<file path="config.mk">
export PLATFORM = sky130hd
export DESIGN_NAME = pprms_ctrl
export DESIGN_NICKNAME = d
export VERILOG_FILES = /design/src/rtl/pprms_pkg.sv /design/src/rtl/pprms_ctrl.sv
export SDC_FILE = /design/constraint.sdc
export NUM_CORES = 1
export LEC_CHECK = 0
export BUFFER_PORTS_ARGS = -buffer_cell sky130_fd_sc_hd__buf_4
export CORE_AREA = 2 2 39 41
export DETAILED_ROUTE_END_ITERATION = 8
export DIE_AREA = 0 0 41 43
export HOLD_SLACK_MARGIN = 0.12
export MAX_ROUTING_LAYER = met4
export SLEW_MARGIN = 20
export SYNTH_ARGS = -nofsm -noshare
export SYNTH_HDL_FRONTEND = slang
export SYNTH_SLANG_ARGS = --single-unit
</file>
<file path="constraint.sdc">
create_clock -name clk_i -period 2.7 [get_ports clk_i]
set_input_delay 0.405 -clock clk_i [delete_from_list [all_inputs] [get_ports clk_i]]
set_output_delay 0.405 -clock clk_i [all_outputs]
set_load 0.02 [all_outputs]
</file>
<file path="src/rtl/pprms_pkg.sv">
// Package for the per-point range mean / stddev unit.
// Holds widths, the channel word types, the controller command/status structs
// and shared constants.
`timescale 1ns / 1ps
package pprms_pkg;
  localparam int unsigned CoordW = 16;
  localparam int unsigned CntW   = 9;
  localparam int unsigned SumW   = 24;
  localparam int unsigned SqW    = 40;
  localparam int unsigned RngW   = 17;
  localparam int unsigned MagSqW = 35;
  localparam int unsigned NumW   = 49;
  localparam int unsigned OutW   = 16;

  typedef struct packed {
    logic signed [CoordW-1:0] x_mm;
    logic signed [CoordW-1:0] y_mm;
    logic signed [CoordW-1:0] z_mm;
    logic                     invalid;
    logic                     last_sample;
  } sample_t;

  typedef struct packed {
    logic [OutW-1:0] mean_mm;
    logic [OutW-1:0] stddev_mm;
    logic [CntW-1:0] valid_count;
    logic [CntW-1:0] nan_count;
    logic            no_valid;
  } stats_t;

  typedef struct packed {
    logic        load_sample;  // capture input word and start range root
    logic        root_step;    // one step of the shared root unit
    logic        accumulate;   // add range into sums
    logic        fin_start;    // start finishing math
    logic        div_step;     // one step of the shared divider
    logic        clear;        // clear point state
  } cmd_t;

  typedef struct packed {
    logic        root_done;
    logic        div_done;
    logic        fin_done;
    logic        is_last;
  } sts_t;
endpackage

</file>
<file path="src/rtl/pprms_ctrl.sv">
// Controller state machine for the per-point range unit.
// Depends on pprms_pkg.
`timescale 1ns / 1ps
module pprms_ctrl (
  input  logic             clk_i,
  input  logic             rst_ni,
  input  logic             in_valid_i,
  output logic             in_ready_o,
  output logic             out_valid_o,
  input  logic             out_ready_i,
  input  pprms_pkg::sts_t  sts_i,
  output pprms_pkg::cmd_t  cmd_o
);
  localparam logic [2:0] StIdle  = 3'd0;
  localparam logic [2:0] StRoot  = 3'd1;
  localparam logic [2:0] StAcc   = 3'd2;
  localparam logic [2:0] StDiv   = 3'd3;
  localparam logic [2:0] StFin   = 3'd4;
  localparam logic [2:0] StOut   = 3'd5;

  logic [2:0] state_q, state_d;

  always_comb begin
    state_d     = state_q;
    cmd_o       = '0;
    in_ready_o  = 1'b0;
    out_valid_o = 1'b0;
    unique case (state_q)
      StIdle: begin
        in_ready_o = 1'b1;
        if (in_valid_i) begin
          cmd_o.load_sample = 1'b1;
          state_d = StRoot;
        end
      end
      StRoot: begin
        cmd_o.root_step = 1'b1;
        if (sts_i.root_done) state_d = StAcc;
      end
      StAcc: begin
        cmd_o.accumulate = 1'b1;
        if (sts_i.is_last) begin
          cmd_o.fin_start = 1'b1;
          state_d = StDiv;
        end else begin
          state_d = StIdle;
        end
      end
      StDiv: begin
        cmd_o.div_step = 1'b1;
        if (sts_i.div_done) state_d = StFin;
      end
      StFin: begin
        cmd_o.root_step = 1'b1;
        if (sts_i.fin_done) state_d = StOut;
      end
      StOut: begin
        out_valid_o = 1'b1;
        if (out_ready_i) begin
          cmd_o.clear = 1'b1;
          state_d = StIdle;
        end
      end
      default: state_d = StIdle;
    endcase
  end

  always_ff @(posedge clk_i or negedge rst_ni) begin
    if (!rst_ni) state_q <= StIdle;
    else         state_q <= state_d;
  end
endmodule

</file>
==> impl_metrics.ini, run 1 <==
[pwr]
ir_drop_mv = 0.387
leakagePower_nw = 0.196
p_per_area_nw_per_um2 = 1210
report.power.total_w = 0.000492

[clock_network]
htree_levels = 1
clock_latency_ps = 240
clk_pin_slew_worst_paths_ps = 40
cts_resized = 0
cts_root_buf = clkbuf_4
cts_tree = done
post-cts-setup-buffers = 0
clkSinkCount = 3
numCtsBuffers = 3
ctsHoldBuffers = 1
cts.path.max_buffers = 2

[sta]
fin_tns_setup_ps = 0
post-route-period-util = 0.659
finalSetupViolCount = 0
hold_viol = 0
rsz0062_at_grt = no
final.min_clock_period_ps = 1780
clock-skew-final_ps = 2.91
max_freq_mhz = 562
worst_slew_pin_slew_ps = 391
holdWs_ps = 431
drv_slew = 0
relSlewSlack = 0.740

[cells_and_area]
top_regs = state_q (3)
insertedDiodeCount = 0
seqCellArea_sq_um = 75.1
drive_above_1_share = 0.432
fillers = 151
regMostFlops = state_q
multiInputGateArea_sq_um = 159
nets = 53
area_growth_pct = 61.7
fin_cells = 60
largest_register_ffs = 3

[place]
numPortBuffers = 15
dp_cells = 55
gp_congestion = 0.674

[worst_setup_path]
r2r-end = state_q[0]
end_kind = output port
rr_startpoint = state_q[1]
regToRegSetupSlack_ps = 1200
reg2regPathDepth = 2
cp-startpoint = state_q[1]
crit_fanout = 14
path_cells = nor3b_1, and2_1, buf_4
cpLargestDelayFamily = flip-flops
worstSetupStartpointType = flop
cpMaxStageDelayCell = dfrtp_1
critPathMaxStageDelay_ps = 570
setup.worst_path.class = reg2out
critPathRequiredTime_ps = 2300
crit_arrival_ps = 1370
crit_buf_inv = 1

[grt]
grt_overflow = 0
grt_max_degree = 15
grt_pass1_vias = 254
grt_antenna_before_repair = 0
grt_use_total = 0.0917
grt_pass1_wl_microns = 993

[logic_synthesis]
yosysUniqueCellTypes = 20
ys_top_cells_by_area = dfrtp_1 30%, mux4_2 9.0%, and3b_1 7.0%
synth_top_area_frac = 0.299
avgSynthCellArea_sq_um = 9.31
yosysSeqAreaShare = 0.299
yosys_warnings = 0
synthCells = 27
syn-num-nets = 35
synth_area_leader_cell = dfrtp_1
ys_ff_latch = 3
syn_area_sq_um = 251

[routing]
wl_per_cell_microns = 10.7
ant_nets = 0
vias_per_cell = 4.38
drcViolationCount = 0
vias = 263
drtPass1Iterations = 2
finalWirelength_microns = 644
drtIter0Drc = 2

[floorplan]
dieHeight_microns = 43
die_w_microns = 41
ios = 16
core-area_sq_um = 1380
row_count = 14
start_util = 0.182
die_area_sq_um = 1760

[flow_run]
maxCapViolCount = 0

[min_path]
hold_path.class = in2reg
min_to = state_q[2]
min_from = sts_i[2]
hold_depth = 2

[status]
status = complete, no violations
[placed cells by master, fill, tap and decap left out]
cell           instances
buf_4                 15
clkbuf_4               3
dfrtp_1                3
and3b_1                2
and2_1                 2
nor2_1                 2
nand2b_1               2
nor3b_1                1
nor3_1                 1
xnor2_1                1
nor4b_1                1
a21oi_1                1
a311oi_1               1
mux2_1                 1
and2b_1                1
mux2i_1                1
mux4_2                 1
inv_1                  1
nand2_1                1
a32o_1                 1
clkbuf_1               1
dlygate4sd3_1          1
[cell type report]
type | count | share of cell area
flip-flops and latches | 3 | 0.185
inverters | 1 | 0.00923
repair buffers | 16 | 0.302
clock buffers | 4 | 0.0646
well taps | 16 | 0.0492
multi-input cells | 20 | 0.391
[how the worst max path moves through the flow]
stage / depth (start not counted) / to
floorplan: 3 / cmd_o[2]
global placement: 3 / cmd_o[2]
detailed placement: 3 / cmd_o[2]
CTS: 3 / cmd_o[2]
global route: 3 / cmd_o[2]
finish: 3 / cmd_o[2]
[stage by stage]
stage | worst slack [ps] | area (sq um) | util
after floorplan | 810 | 251 | -
after global placement | 1200 | 370 | 0.268
after detailed placement | 1170 | 370 | 0.268
after CTS | 907 | 407 | 0.294
after global routing | 791 | 407 | 0.294
final | 921 | 407 | 0.294
[where the power goes]
group          internal [W]  switching, W
logic              0.000148      0.000126
registers         0.0000678     0.0000684
clock network     0.0000556     0.0000262
total              0.000272      0.000220
[cell families (layout without fill, tap and decap cells)]
logic type / after synthesis / in the layout / share of synthesized area
and+or+nand+nor: 13 / 13 / 0.328
buffers and inverters: 4 / 21 / 0.0696
AOI/OAI and AO/OA: 3 / 3 / 0.0945
muxes: 3 / 3 / 0.174
DFF: 3 / 3 / 0.298
xor gates and xnor gates: 1 / 1 / 0.0348
[cell usage after synthesis (all sizes together)]
| master | number |
|---|---|
| dfrtp | 3 |
| and2 | 2 |
| and3b | 2 |
| buf | 2 |
| nand2b | 2 |
| nor2 | 2 |
| a21oi | 1 |
| a311oi | 1 |
| a32o | 1 |
| and2b | 1 |
| clkbuf | 1 |
| inv | 1 |
| mux2 | 1 |
| mux2i | 1 |
| mux4 | 1 |
| nand2 | 1 |
| nor3 | 1 |
| nor3b | 1 |
| nor4b | 1 |
| xnor2 | 1 |
[layer usage]
layer | track usage | share of wire | vias to the layer above
li1 | - | - | 129
met1 | 0.103 | 0.46 | 115
met2 | 0.113 | 0.40 | 16
met3 | 0.0157 | 0.096 | 3
met4 | 0.120 | 0.034 | 0
met5 | - | 0 | -
No activity file was read; power rests on OpenSTA's default activity.
==> run 2, diff against run 1 <==
Clock period 2.7 ns to 1.65 ns, I/O delays scaled along.
==> run 2 against run 1 <==
Net effect: critical path depth up 1; via count fell by 0.76%; routed wire length shrank 6.5%; core utilization grew 0.90 points; sequential share of layout area down 0.55 points; sequential power rose by 47%; largest cell class unchanged.
==> impl_metrics.ini, run 2 (synthesized netlist as in run 1, its figures left out) <==
[routing]
vias = 261
wl_per_cell_microns = 9.87
ant_nets = 0
vias_per_cell = 4.28
drtPass1Iterations = 4
finalWirelength_microns = 602
drcViolationCount = 0
drtIter0Drc = 6

[clock_network]
numCtsBuffers = 3
htree_levels = 1
clk_pin_slew_worst_paths_ps = 30
cts_tree = done
clkSinkCount = 3
post-cts-setup-buffers = 0
cts.path.max_buffers = 2
cts_resized = 0
ctsHoldBuffers = 1
clock_latency_ps = 230
cts_root_buf = clkbuf_4

[worst_setup_path]
critPathRequiredTime_ps = 1400
rr_startpoint = state_q[1]
crit_fanout = 10
reg2regPathDepth = 3
r2r-end = state_q[0]
end_kind = output port
crit_arrival_ps = 1300
worstSetupStartpointType = flop
regToRegSetupSlack_ps = 330
setup.worst_path.class = reg2out

[sta]
fin_tns_setup_ps = 0
worst_slew_pin_slew_ps = 339
finalWorstSetupSlack_ps = 105
relSlewSlack = 0.774
drv_slew = 0
max_freq_mhz = 647
post-route-period-util = 0.936
final.min_clock_period_ps = 1540
clock-skew-final_ps = 1.15
finalSetupViolCount = 0
rsz0062_at_grt = no
hold_viol = 0
holdWs_ps = 261

[floorplan]
die_w_microns = 41
dieHeight_microns = 43
ios = 16
die_area_sq_um = 1760
core-area_sq_um = 1380
start_util = 0.182
row_count = 14

[place]
numPortBuffers = 15
place_area_sq_um = 383
gp_congestion = 0.736
dp_cells = 56
dp_slack_ps = 339

[grt]
grt_max_degree = 11
grt_overflow = 0
grt_use_total = 0.0908
grt_pass1_wl_microns = 1030
grt_pass1_vias = 229
grt_antenna_before_repair = 0

[cells_and_area]
insertedDiodeCount = 0
nets = 54
final_common_cell = buf_4
top_regs = state_q (3)
regMostFlops = state_q
final_cell_mix = 16 x buf_4, 3 x clkbuf_4, 3 x dfrtp_1
fin_cells = 61
drive_above_1_share = 0.467
area_growth_pct = 66.7
final_cell_area_sq_um = 419
largest_register_ffs = 3

[pwr]
leakagePower_nw = 0.203
p_per_area_nw_per_um2 = 1950
ir_drop_mv = 0.615

[min_path]
hold_depth = 2
hold_path.class = in2reg
min_to = state_q[2]
min_from = sts_i[2]

[status]
status = complete, no violations

[flow_run]
maxCapViolCount = 0
-- run 2: worst max path at each step --
| stage | startpoint | cells after the start | end | slack (ps) |
|---|---|---|---|---|
| after floorplan | state_q[0] | 2 | cmd_o[5] | 70 |
| after global placement | state_q[1] | 3 | state_q[0] | 340 |
| after detailed placement | state_q[1] | 3 | state_q[0] | 340 |
| after CTS | state_q[1] | 4 | cmd_o[0] | 90 |
| after global routing | state_q[1] | 4 | cmd_o[0] | 40 |
| final | state_q[1] | 4 | cmd_o[0] | 110 |
-- run 2: per-stage QoR --
step	power (W)	util
after floorplan	0.000518	-
after global placement	0.000689	0.277
after detailed placement	0.000692	0.277
after CTS	0.000829	0.303
after global routing	0.000873	0.303
final	0.000818	0.303
-- run 2: layer usage --
layer | vias up | share of wire | global-route usage
met5 | - | 0 | -
met4 | 0 | 0 | 0.0600
met1 | 127 | 0.44 | 0.110
met2 | 4 | 0.54 | 0.113
met3 | 0 | 0.020 | 0.0471
li1 | 130 | - | -
-- run 2: area by class of cell --
cell class,instances,area (sq um)
clock buffers,4,26.3
fillers,159,965
well taps,16,20.0
flip-flops and latches,3,75.1
inverters,1,3.75
multi-input cells,20,164
repair buffers,17,130
-- run 2: power by group --
part | switching (W) | internal [W] | leakage, nW | total, W
clock network | 0.0000365 | 0.0000905 | 0.0150 | 0.000127
logic | 0.000231 | 0.000261 | 0.151 | 0.000491
registers | 0.0000882 | 0.000111 | 0.0375 | 0.000200
total | 0.000355 | 0.000462 | 0.203 | 0.000818
-- run 2: critical path, stage by stage, from the launching register on --
cell and delay, ps:
dfrtp_1 400, buf_4 180, and3b_1 220, and2_1 130, buf_4 130
